--- config.mk ---
export PLATFORM = sky130hd
export DESIGN_NAME = bti_ram
export DESIGN_NICKNAME = d
export VERILOG_FILES = /design/src/hdl/bti_ram.sv
export SDC_FILE = /design/constraint.sdc
export NUM_CORES = 1
export LEC_CHECK = 0
export BUFFER_PORTS_ARGS = -buffer_cell sky130_fd_sc_hd__buf_4
export CORE_MARGIN = 4
export CORE_UTILIZATION = 60
export CTS_BUF_LIST = sky130_fd_sc_hd__clkbuf_8 sky130_fd_sc_hd__clkbuf_16
export DETAILED_ROUTE_END_ITERATION = 7
export HOLD_SLACK_MARGIN = 0.1
export PLACE_DENSITY = 0.79
export SYNTH_ARGS = -nofsm -noshare
export SYNTH_HDL_FRONTEND = slang
export SYNTH_SLANG_ARGS = --single-unit
--- constraint.sdc ---
create_clock -name clock -period 3.6 [get_ports clock]
set_input_delay 0.18 -clock clock [delete_from_list [all_inputs] [get_ports clock]]
set_output_delay 0.18 -clock clock [all_outputs]
set_load 0.02 [all_outputs]
--- src/hdl/bti_ram.sv ---
// ----------------------------------------------------------------------------
// bti_ram
// Generic single-port write, single-port registered-read memory.
// ----------------------------------------------------------------------------
module bti_ram #(
   parameter int WIDTH = 24,
   parameter int DEPTH = 64
) (
   input  logic                     clock,
   input  logic                     wr_en,
   input  logic [$clog2(DEPTH)-1:0] wr_addr,
   input  logic [WIDTH-1:0]         wr_data,
   input  logic [$clog2(DEPTH)-1:0] rd_addr,
   output logic [WIDTH-1:0]         rd_data
);
   logic [WIDTH-1:0] mem_ff [DEPTH];
   logic [WIDTH-1:0] rd_data_ff;

   always_ff @(posedge clock) begin
      if (wr_en) begin
         mem_ff[wr_addr] <= wr_data;
      end
      rd_data_ff <= mem_ff[rd_addr];
   end

   assign rd_data = rd_data_ff;
endmodule

# [Yosys cells after proc, flatten, opt, wreduce, memory -nomap -nowiden]
# Memory sizes are Yosys's and may differ from the RTL's. A register that Yosys moved wholly into a read port is not among the register bits.
# Index checks and enable logic that the tools add are counted.
[classes] muxes=2
[ops] op="$mux 1" count=2
[word_totals] reg_bits=0 ram_bits=1536 inputBits=38 output_inout_bits=24 n_memories=1
[memory_table] memory="mem_ff" words=64 word_bits=24 read_ports=1 rd_ports_with_merged_regs=1 write_ports=1 line="16" rtl="logic [WIDTH-1:0] mem_ff [DEPTH];"

# [Logic depth before layout (Yosys ltp)]
[logic_depth] word_depth=2 depth_mapped=9 mapped_depth_nobuf=5

# [Worst setup path before layout]
# OpenSTA, ideal clock, no wires.
[synth_timing] path_kind="input -> register" startpoint="input wr_addr[3]" endpoint="memory mem_ff[48][0], enable pin" t_arrival_ns=2.342 setup_slack_ns=0.823 path_stages=4 cell_sequence="clkbuf_1 nor2b_1 nand4b_1 nor3_1"
[synth_lines] item="start, declared" line="11" rtl="input logic [$clog2(DEPTH)-1:0] wr_addr,"
[synth_lines] item="end, declared" line="16"
# No word-level cell before the write port.

# [Worst setup path in the final report]
[layout_timing] startpoint="input wr_addr[1]" endpoint="memory mem_ff[27][21], enable pin"
# No word-level cell before the write port.

==> results.cfg <==
[run_status]
status = finished clean

[run]
maxCapViolations = 0

[drt]
drt-total-wl_um = 149000
vias = 29910
first_pass_iters = 5
vias_per_cell = 7.03
drc = 0
detail_route.wl_per_cell_um = 35.1
drt.antenna.violating_nets = 0
drtIter0Drc = 4680

[sta]
period_share_pct = 72.0
slew_headroom_pct = 23.0
rsz0062_at_grt = false
clock.fmax_ghz = 0.386
setup-violations-final = 0
worst_slew_pin_slew_ps = 1150
drv_slew = 0
worst_slack_ps = 1010
tns_ps = 0
layout_min_cycle_time_ps = 2590
hold_viol_final = 0
skew_ps = 36.8

[power_and_ir_drop]
p_seq_share_pct = 53.9
p_leak_nw = 21.4
power.total_mw = 37.5
p_int_mw = 29.6
ir_drop_uv = 515
power.density_nw_per_um2 = 558
switchingPower_mw = 7.91
pwr-share-comb_pct = 5.1
switching_share_pct = 21.1
power.share.clock_pct = 41.0

[cells_and_area]
nNetsFinal = 2879
drive_above_1_share_pct = 30.1
fillerInstances = 5451
multiInputGateArea_sq_um = 12100
post-route-util_pct = 68.3
syn2layout_area_growth_pct = 13.2
seq_area_sq_um = 46600

[yosys]
synth_area_sq_um = 59300
ys_types = 40
synth_cells = 2610
synth_top_area_cell = edfxtp_1
synthTopCellsByCount = edfxtp_1, mux4_2, mux2i_1, nor2_1
synth_top_area_share_pct = 77.8
syn_area_per_cell_sq_um = 22.7
synth_edf_count = 1536
yosysWarnings = 0
ys.flop_type = edfxtp_1
async_flop_share_pct = 0
syn-num-nets = 2648
yosysMostFrequentCell = edfxtp_1
yosys-top-cells-area = edfxtp_1, mux4_2, mux2i_1
synth-seq-cells = 1560
synth_seq_area_share_pct = 78.6

[clock_network]
cts_tree = built
insertion_delay_ps = 760
htree_levels = 4
clk_path_buf_depth = 3
cts_root_buffer = clkbuf_16
clkSlewWorstSetupHoldPaths_ps = 60
clkSinkCount = 1560
numCtsBuffers = 145

[critical_path]
criticalPathCategory = primary input to flip-flop
arrival_ps = 3000
worst_setup_path_start_kind = primary input
critical_path_required_ps = 4010
worstRegToRegCells = 5
cp_slowest_cell = nor2_2
critPathCaptureType = flip-flop
crit_path_max_incr_delay_ps = 870
crit_top_cell = buf_4
cp_cell_sequence = dlygate4sd3_1, buf_4, nor2b_1, nand3_1, nor2_2, buf_4
critPathMaxFanout = 13

[die]
die-area_sq_um = 104000
row_count = 115
start_util_pct = 60.3
pin_count = 62
die_w_um = 322
fp.coreArea_sq_um = 98300
die-height_um = 322

[placed_design]
io_buffers = 61
hpwl_um = 82400
routabilityCongestion = 0.836
post-place-ws_ps = 726

[global_routing]
grt_max_degree = 97
antenna_found_initial = 10
grt_pass1_vias = 30732
grt_usage_pct = 29.4
grt_overflow = 0
grt_pass1_wl_um = 217000

[hold_path]
hp-class = primary input to flip-flop
hold_depth = 3
[cell usage in the layout, fill, tap and decap left out, drive strengths merged, types with 34 or more instances in the layout]
cell,count
mux4,355
buf,197
mux2i,95
clkinv,56
a221oi,52
o22ai,53
mux2,53
inv,34
edfxtp,1536
clkbuf,159
nor2,80
nand2,36
[path summary, 6_finish.rpt]
check                      startpoint                       end  slack [ps]
max                        wr_addr[1]  mem_ff[27][21]$_DFFE_PP_        1010
min                        wr_addr[0]   mem_ff[52][3]$_DFFE_PP_         210
max reg2reg  mem_ff[50][10]$_DFFE_PP_       rd_data[10]$_DFF_P_        1300
min reg2reg  mem_ff[56][22]$_DFFE_PP_       rd_data[22]$_DFF_P_         850
[worst max-delay path: cells and delay by family]
kind,cells,cell delay (ps)
AND/OR/NAND/NOR,3,1520
buffers and inverters,3,1280
[what timing repair did]
action,4_1_cts,5_1_grt
hold buffers,28,0
endpoints found under the hold margin,1541,0
setup buffers,0,0
gates resized for setup,0,0
[final cells by class]
type	count	area share (%)
inverters	2	0.0112
multi-input cells	906	18.0
clock buffers	158	5.74
repair buffers	226	3.00
flip-flops and latches	1560	69.4
diodes	6	0.0224
well taps	1287	2.40
clock inverters	107	1.39
[registers in the layout, summed over array words and instances (netlist names)]
register and cells:
mem_ff 1536, rd_data 24
[per-layer routing]
metal | part of all wire, % | up-vias | global-route usage, % | wire [um]
met2 | 49 | 2424 | 47.1 | 73300
met1 | 33 | 15443 | 39.4 | 49800
met4 | 4.6 | 12 | 12.3 | 6880
met5 | 0.050 | - | 0 | 74
li1 | - | 11585 | - | -
met3 | 13 | 446 | 7.61 | 19200
[power by group through the flow]
stage | clock network [mW] | registers, mW | logic, mW
global route | 16.3 | 20.2 | 1.99
detailed placement | 0 | 20.6 | 1.83
CTS | 15.4 | 20.2 | 1.89
finish | 15.4 | 20.2 | 1.90
global placement | 0 | 20.6 | 1.76
floorplan | 0 | 20.6 | 0.993
[stage by stage]
stage / hold WS [ps] / area (sq um) / std cells
global placement: 614 / 62000 / 3953
CTS: 156 / 67100 / 4246
finish: 208 / 67100 / 4252
global route: 219 / 67100 / 4247
detailed placement: 614 / 62000 / 3953
floorplan: 279 / 59300 / 2610
[cell families (layout without fill, tap and decap cells)]
logic type             Yosys count  after routing  share of synthesized area (%)
multiplexers                   503            503                           16.1
AND/OR/NAND/NOR                196            196                           1.56
other                            0              6                              0
AO/OA/AOI/OAI                  207            207                           2.44
flip-flops                    1560           1560                           78.6
buffers and inverters          144            493                           1.31
Power figures use the tool's default switching activity.
