## src/hdl/bti_divider.sv

```systemverilog
// ----------------------------------------------------------------------------
// bti_divider
// Restoring divider: floor(num * 65536 / den), 16 quotient bits, one a cycle.
// Used only with 0 < num < den, so the quotient fits 16 bits.
// ----------------------------------------------------------------------------
module bti_divider #(
   parameter int W = 22
) (
   input  logic         clock,
   input  logic         reset,
   input  logic         start,
   input  logic [W-1:0] num,
   input  logic [W-1:0] den,
   output logic         done,
   output logic [15:0]  quotient
);
   logic [W:0]   rem_ff, rem_in, trial;
   logic [W-1:0] den_ff;
   logic [15:0]  q_ff;
   logic [4:0]   cnt_ff;
   logic         busy_ff, done_ff;

   assign trial  = {rem_ff[W-1:0], 1'b0} - {1'b0, den_ff};
   assign rem_in = trial[W] ? {rem_ff[W-1:0], 1'b0} : trial;

   always_ff @(posedge clock) begin
      if (reset) begin
         busy_ff <= 1'b0;
         done_ff <= 1'b0;
         cnt_ff  <= '0;
      end else begin
         done_ff <= 1'b0;
         if (start) begin
            busy_ff <= 1'b1;
            cnt_ff  <= 5'd16;
            rem_ff  <= {1'b0, num};
            den_ff  <= den;
         end else if (busy_ff) begin
            rem_ff <= rem_in;
            q_ff   <= {q_ff[14:0], ~trial[W]};
            cnt_ff <= cnt_ff - 5'd1;
            if (cnt_ff == 5'd1) begin
               busy_ff <= 1'b0;
               done_ff <= 1'b1;
            end
         end
      end
   end

   assign done     = done_ff;
   assign quotient = q_ff;
endmodule

```

## config.mk

```make
export PLATFORM = sky130hd
export DESIGN_NAME = bti_divider
export DESIGN_NICKNAME = d
export VERILOG_FILES = /design/src/hdl/bti_divider.sv
export SDC_FILE = /design/constraint.sdc
export NUM_CORES = 1
export LEC_CHECK = 0
export ABC_CLOCK_PERIOD_IN_PS = 2900
export BUFFER_PORTS_ARGS = -buffer_cell sky130_fd_sc_hd__buf_4
export CAP_MARGIN = 10
export CORE_ASPECT_RATIO = 0.8
export CORE_MARGIN = 1.5
export CORE_UTILIZATION = 26
export CTS_CLUSTER_SIZE = 14
export DETAILED_ROUTE_END_ITERATION = 8
export PLACE_DENSITY = 0.5
export RECOVER_POWER = 25
export SLEW_MARGIN = 20
export SYNTH_ARGS = -nofsm -noshare
export SYNTH_HDL_FRONTEND = slang
export SYNTH_SLANG_ARGS = --single-unit
```

## constraint.sdc

```tcl
create_clock -name clock -period 2.9 [get_ports clock]
set_input_delay 0.145 -clock clock [delete_from_list [all_inputs] [get_ports clock]]
set_output_delay 0.145 -clock clock [all_outputs]
set_load 0.01 [all_outputs]
```

After elaboration in Yosys (flattened, before gate mapping)
Cells that the tools add are included.

$add $sub $neg: 2. Eq/ne operators: 1. Multiplexer cells: 9. Bitwise gates (word level): 4. Reductions and logical operators: 6.

Operator list (count): $mux W22 (3); $sub A23 B22 Y23 (1); $mux W5 (2); $eq A5 B1 Y1 const B (1); $sub A5 B1 Y5 const B (1); $mux W1 (4); $not A1 Y1 (4); $reduce_and A2 Y1 (2); $reduce_and A3 Y1 (1); $reduce_or A3 Y1 (1); $reduce_bool A2 Y1 (1); $reduce_or A2 Y1 (1).

Flip-flop bits (word level): 67. Input bits: 47. Output and inout bits: 17. Word-level logic and storage cells: 29.

Depth between registers and ports, before layout
Word-level depth: 4. Gate-level depth with buffers: 12. Mapped depth without buffers: 9.

Worst setup path before layout
No wires, ideal clock.

Path type: register to register. From: register rem_ff[12]. To: register rem_ff[5] (data pin). Setup time: 0.273 ns. Data arrival time: 2.380 ns. Required time: 2.627 ns. Path slack: 0.247 ns. Stages on the path, launching flop included: 12. Path buffers: 3. Period minus slack after synthesis: 2.653 ns. Cell sequence: edfxtp_1 > ha_1 > buf_6 > a21o_1 > a21o_1 > a21oi_1 > o21ai_1 > or4_1 > buf_2 > buf_2 > nand4_1 > o311ai_1.

Word-level cells in the longest chain between the ends: 4.

Ends and longest elaborated chain: from (decl) (RTL line 17) `logic [W:0] rem_ff, rem_in, trial;`; from (signal assigned) (RTL line 36) `rem_ff <= {1'b0, num};`; from (signal assigned) (RTL line 39) `rem_ff <= rem_in;`; $sub A23 B22 Y23 (RTL line 23) `assign trial = {rem_ff[W-1:0], 1'b0} - {1'b0, den_ff};`; $mux W22 (RTL line 24) `assign rem_in = trial[W] ? {rem_ff[W-1:0], 1'b0} : trial;`; $mux W22 (RTL line 38) `end else if (busy_ff) begin`; $mux W22 (RTL line 33) `if (start) begin`.

No other way between the ends. The select of a mux whose other input is x is not followed. A chain may end at the register's enable or synchronous reset.

Worst setup path in the final report
From: register rem_ff[18]. To: register rem_ff[14] (data pin).

Same word-level chain as after synthesis.

==> metrics.csv <==
stage,metric,value,unit
drt,drt drc,0,
setup_path,Worst Path Arrival,3000,ps
setup_path,WS Path Type,flip-flop to flip-flop,
clock_tree,cts bufs inserted,9,
floorplanning,Core Region,0.0150,mm2
timing,Final Hold Viols,0,
timing,Slew @ Worst Pin,574,ps
global_routing,vias in the first global route,3680,
global_routing,Congestion Overflow GR,0,
flow_run,Max Cap Viol,0,
power_and_ir_drop,Total Power,3.41,mW
power_and_ir_drop,Clock Power Share,34.6,%
logic_synthesis,xor/xnor share of the synthesized area,4.20,%
logic_synthesis,Compound-Gate Fraction of Synth Area,17.8,%
logic_synthesis,register bit total from synthesis,67,
timing,Final Max Slew Viols,0,
drt,ANT nets after route,0,
logic_synthesis,Post-synth top cells,"60 x edfxtp_1, 33 x inv_1, 32 x nand2_1",
logic_synthesis,Synth Area in Adders,7.77,%
clock_tree,clock-pin slew on the worst setup and hold paths,60,ps
logic_synthesis,main combinational cell family by area after synthesis,compound AO/OA/AOI/OAI gates,
cells_and_area,nets@finish,618,
floorplanning,I/O pin cnt,64,
floorplanning,Die Footprint,0.0160,mm2
timing,crit path time final,2810,ps
cells_and_area,final design utilization,39.5,%
floorplanning,num rows,40,
cells_and_area,layout cells sized above 1,34.6,%
timing,setup_tns,0,ps
drt,post-DR vias/cell,4.92,
clock_tree,Worst-Skew Late Latency,340,ps
logic_synthesis,synth warn,0,
power_and_ir_drop,Reg power frac,34.6,%
timing,part of the cycle the worst path needs,97.0,%
cells_and_area,non-filler cells in the finished layout,741,
placed_design,GPL Wtd Cong,0.857,
clock_tree,CTS H-tree lvls,3,
floorplanning,Chip Width,141,um
drt,drt wl/cell,15.5,um
drt,via count,3643,
global_routing,initial antenna violation count,0,
drt,initial DRC count,175,
cells_and_area,# diodes,0,
logic_synthesis,sequential area share after synthesis,49.0,%
status,status,finished clean,
setup_path,Critical Path End Type,flip-flop,
setup_path,Critical Path Start Type,flip-flop,
timing,Slew HR,61.7,%
power_and_ir_drop,sw frac,29.4,%
power_and_ir_drop,peak supply drop,305,uV
global_routing,GRT Total Usage,15.0,%
logic_synthesis,instance count of the mapped netlist,389,
logic_synthesis,"count leader, synth",edfxtp_1,
drt,Detailed Route WL,11.5,mm
placed_design,DP HPWL,8.38,mm
min_path,Worst Hold Class,primary input to flip-flop,
logic_synthesis,Post-synth EDFFs,60,
timing,FMAX,0.356,GHz
clock_tree,CTS max path bufs,2,
floorplanning,Starting Density,26.5,%
power_and_ir_drop,P_sw,1.00,mW
floorplanning,Die Ht,113,um
global_routing,first-pass GRT wire length,18.5,mm
drt,uppermost routed layer,met4,
logic_synthesis,Most used DFF post-synth,edfxtp_1,
drt,met2 routed WL,5.07,mm
drt,met3 WL,494,um
drt,First-pass DRT Iterations,4,
logic_synthesis,synthesized net count,460,
logic_synthesis,cell taking the most area after synthesis,edfxtp_1,
clock_tree,clk root buf,clkbuf_16,
global_routing,largest net degree at the start of global routing,31,
logic_synthesis,Yosys cell types,58,
power_and_ir_drop,internal power,2.41,mW
logic_synthesis,Post-Syn Area per Cell,10.2,um2
placed_design,Port Buf Inserts,63,
logic_synthesis,synthesized cell area,0.00396,mm2
logic_synthesis,Yosys top cell area share,45.5,%
timing,Setup Skew,6.08,ps
power_and_ir_drop,leakage dissipation,2.48,nW
logic_synthesis,asr flop ratio synth,0,%
clock_tree,CTS tree,done,
clock_tree,TritonCTS Sinks,67,
power_and_ir_drop,PD cells,576,mW/mm2
setup_path,worst-path fanout max,5,
setup_path,R2R setup slack,90,ps
drt,M1 WL,5.77,mm
logic_synthesis,Area contributors post-synth,"edfxtp_1 45%, ha_1 7.3%, dfxtp_1 3.5%, inv_1 3.1%, nand2_1 3.0%",
logic_synthesis,mux share of post-synthesis cell area,0.758,%
setup_path,Worst EP required,3080,ps
cells_and_area,Area Overhead vs Synth,49.2,%
placed_design,placed insts,698,
logic_synthesis,simple-gate share of the synthesized area,15.3,%
timing,Setup-failing EPs final,0,
power_and_ir_drop,part of the power in combinational logic,30.8,%
-- per-stage QoR --
step | area, um2 | worst slack (ps) | hold WS (ps)
after floorplan | 3960 | 247 | 244
final | 5910 | 87.9 | 54.8
after global routing | 5910 | -20.0 | 59.9
after detailed placement | 5160 | -243 | 325
after global placement | 5160 | -183 | 325
after CTS | 5790 | 0.555 | 48.3
-- registers in the layout, indices dropped and copies added, names as in the netlist --
register  cells
den_ff       22
rem_ff       22
quotient     16
cnt_ff        5
busy_ff       1
done          1
-- timing repair --
action	in CTS	in global routing
pin swaps	5	14
setup endpoints to repair	17	22
cloned	0	0
buffers inserted	3	5
endpoints found under the hold margin	22	0
resized for setup	10	26
hold buffers	22	0
-- area by class of cell --
cell class	instances	area [um2]
clock inverter	7	92.6
tap	189	236
timing repair buffer	165	1310
clock buffer	9	225
multi-input combinational	271	1980
fill	1487	9050
sequential	67	1940
inverter	33	124
-- kinds of logic after synthesis --
family / count (synthesis)
AOI/OAI and AO/OA: 105
xor gates and xnor gates: 19
adders and majority gates: 24
buffers and inverters: 51
DFF: 67
muxes: 3
and+or+nand+nor: 120
-- routing by layer --
metal  GRT usage, %  vias up
li1               -     1775
met3           3.82       16
met4           5.56        0
met1           20.1     1754
met2           23.4       98
met5              0        -
-- power by group through the flow --
stage / Clock, mW / Combinational [mW] / Sequential [mW]
floorplan: 0 / 0.549 / 1.18
global placement: 0 / 0.926 / 1.19
detailed placement: 0 / 0.932 / 1.19
CTS: 1.21 / 0.995 / 1.17
global route: 1.25 / 1.15 / 1.19
finish: 1.18 / 1.05 / 1.18
-- critical path, stage by stage (launching register included) --
cell	delay, ps
edfxtp_1	400
ha_1	320
a21o_1	190
a21o_1	190
a21oi_2	180
o21ai_2	110
buf_4	160
o31a_1	380
or4b_4	560
a31oi_1	180
-- final timing paths --
check	start	to	depth (start not counted)
min	reset	cnt_ff[4]	2
min reg2reg	quotient[14]	quotient[15]	0
max reg2reg	rem_ff[18]	rem_ff[14]	9
max	rem_ff[18]	rem_ff[14]	9
-- layout by cell type, fill, tap and decap left out, types with 9 or more instances in the layout --
cell type | netlist | layout
clkbuf_4 | 0 | 20
clkbuf_16 | 0 | 9
a21oi_1 | 21 | 17
nand4_1 | 12 | 12
a21o_1 | 12 | 12
ha_1 | 23 | 18
inv_1 | 33 | 33
a31oi_1 | 12 | 12
nor2_1 | 28 | 25
nor3_1 | 11 | 11
o21ai_0 | 13 | 9
xor2_1 | 10 | 10
dlygate4sd3_1 | 0 | 22
nand2_1 | 32 | 31
xnor2_1 | 9 | 9
buf_4 | 0 | 119
nand3_1 | 11 | 11
edfxtp_1 | 60 | 60
o211ai_1 | 14 | 14
(Power assumes the default switching activity.)
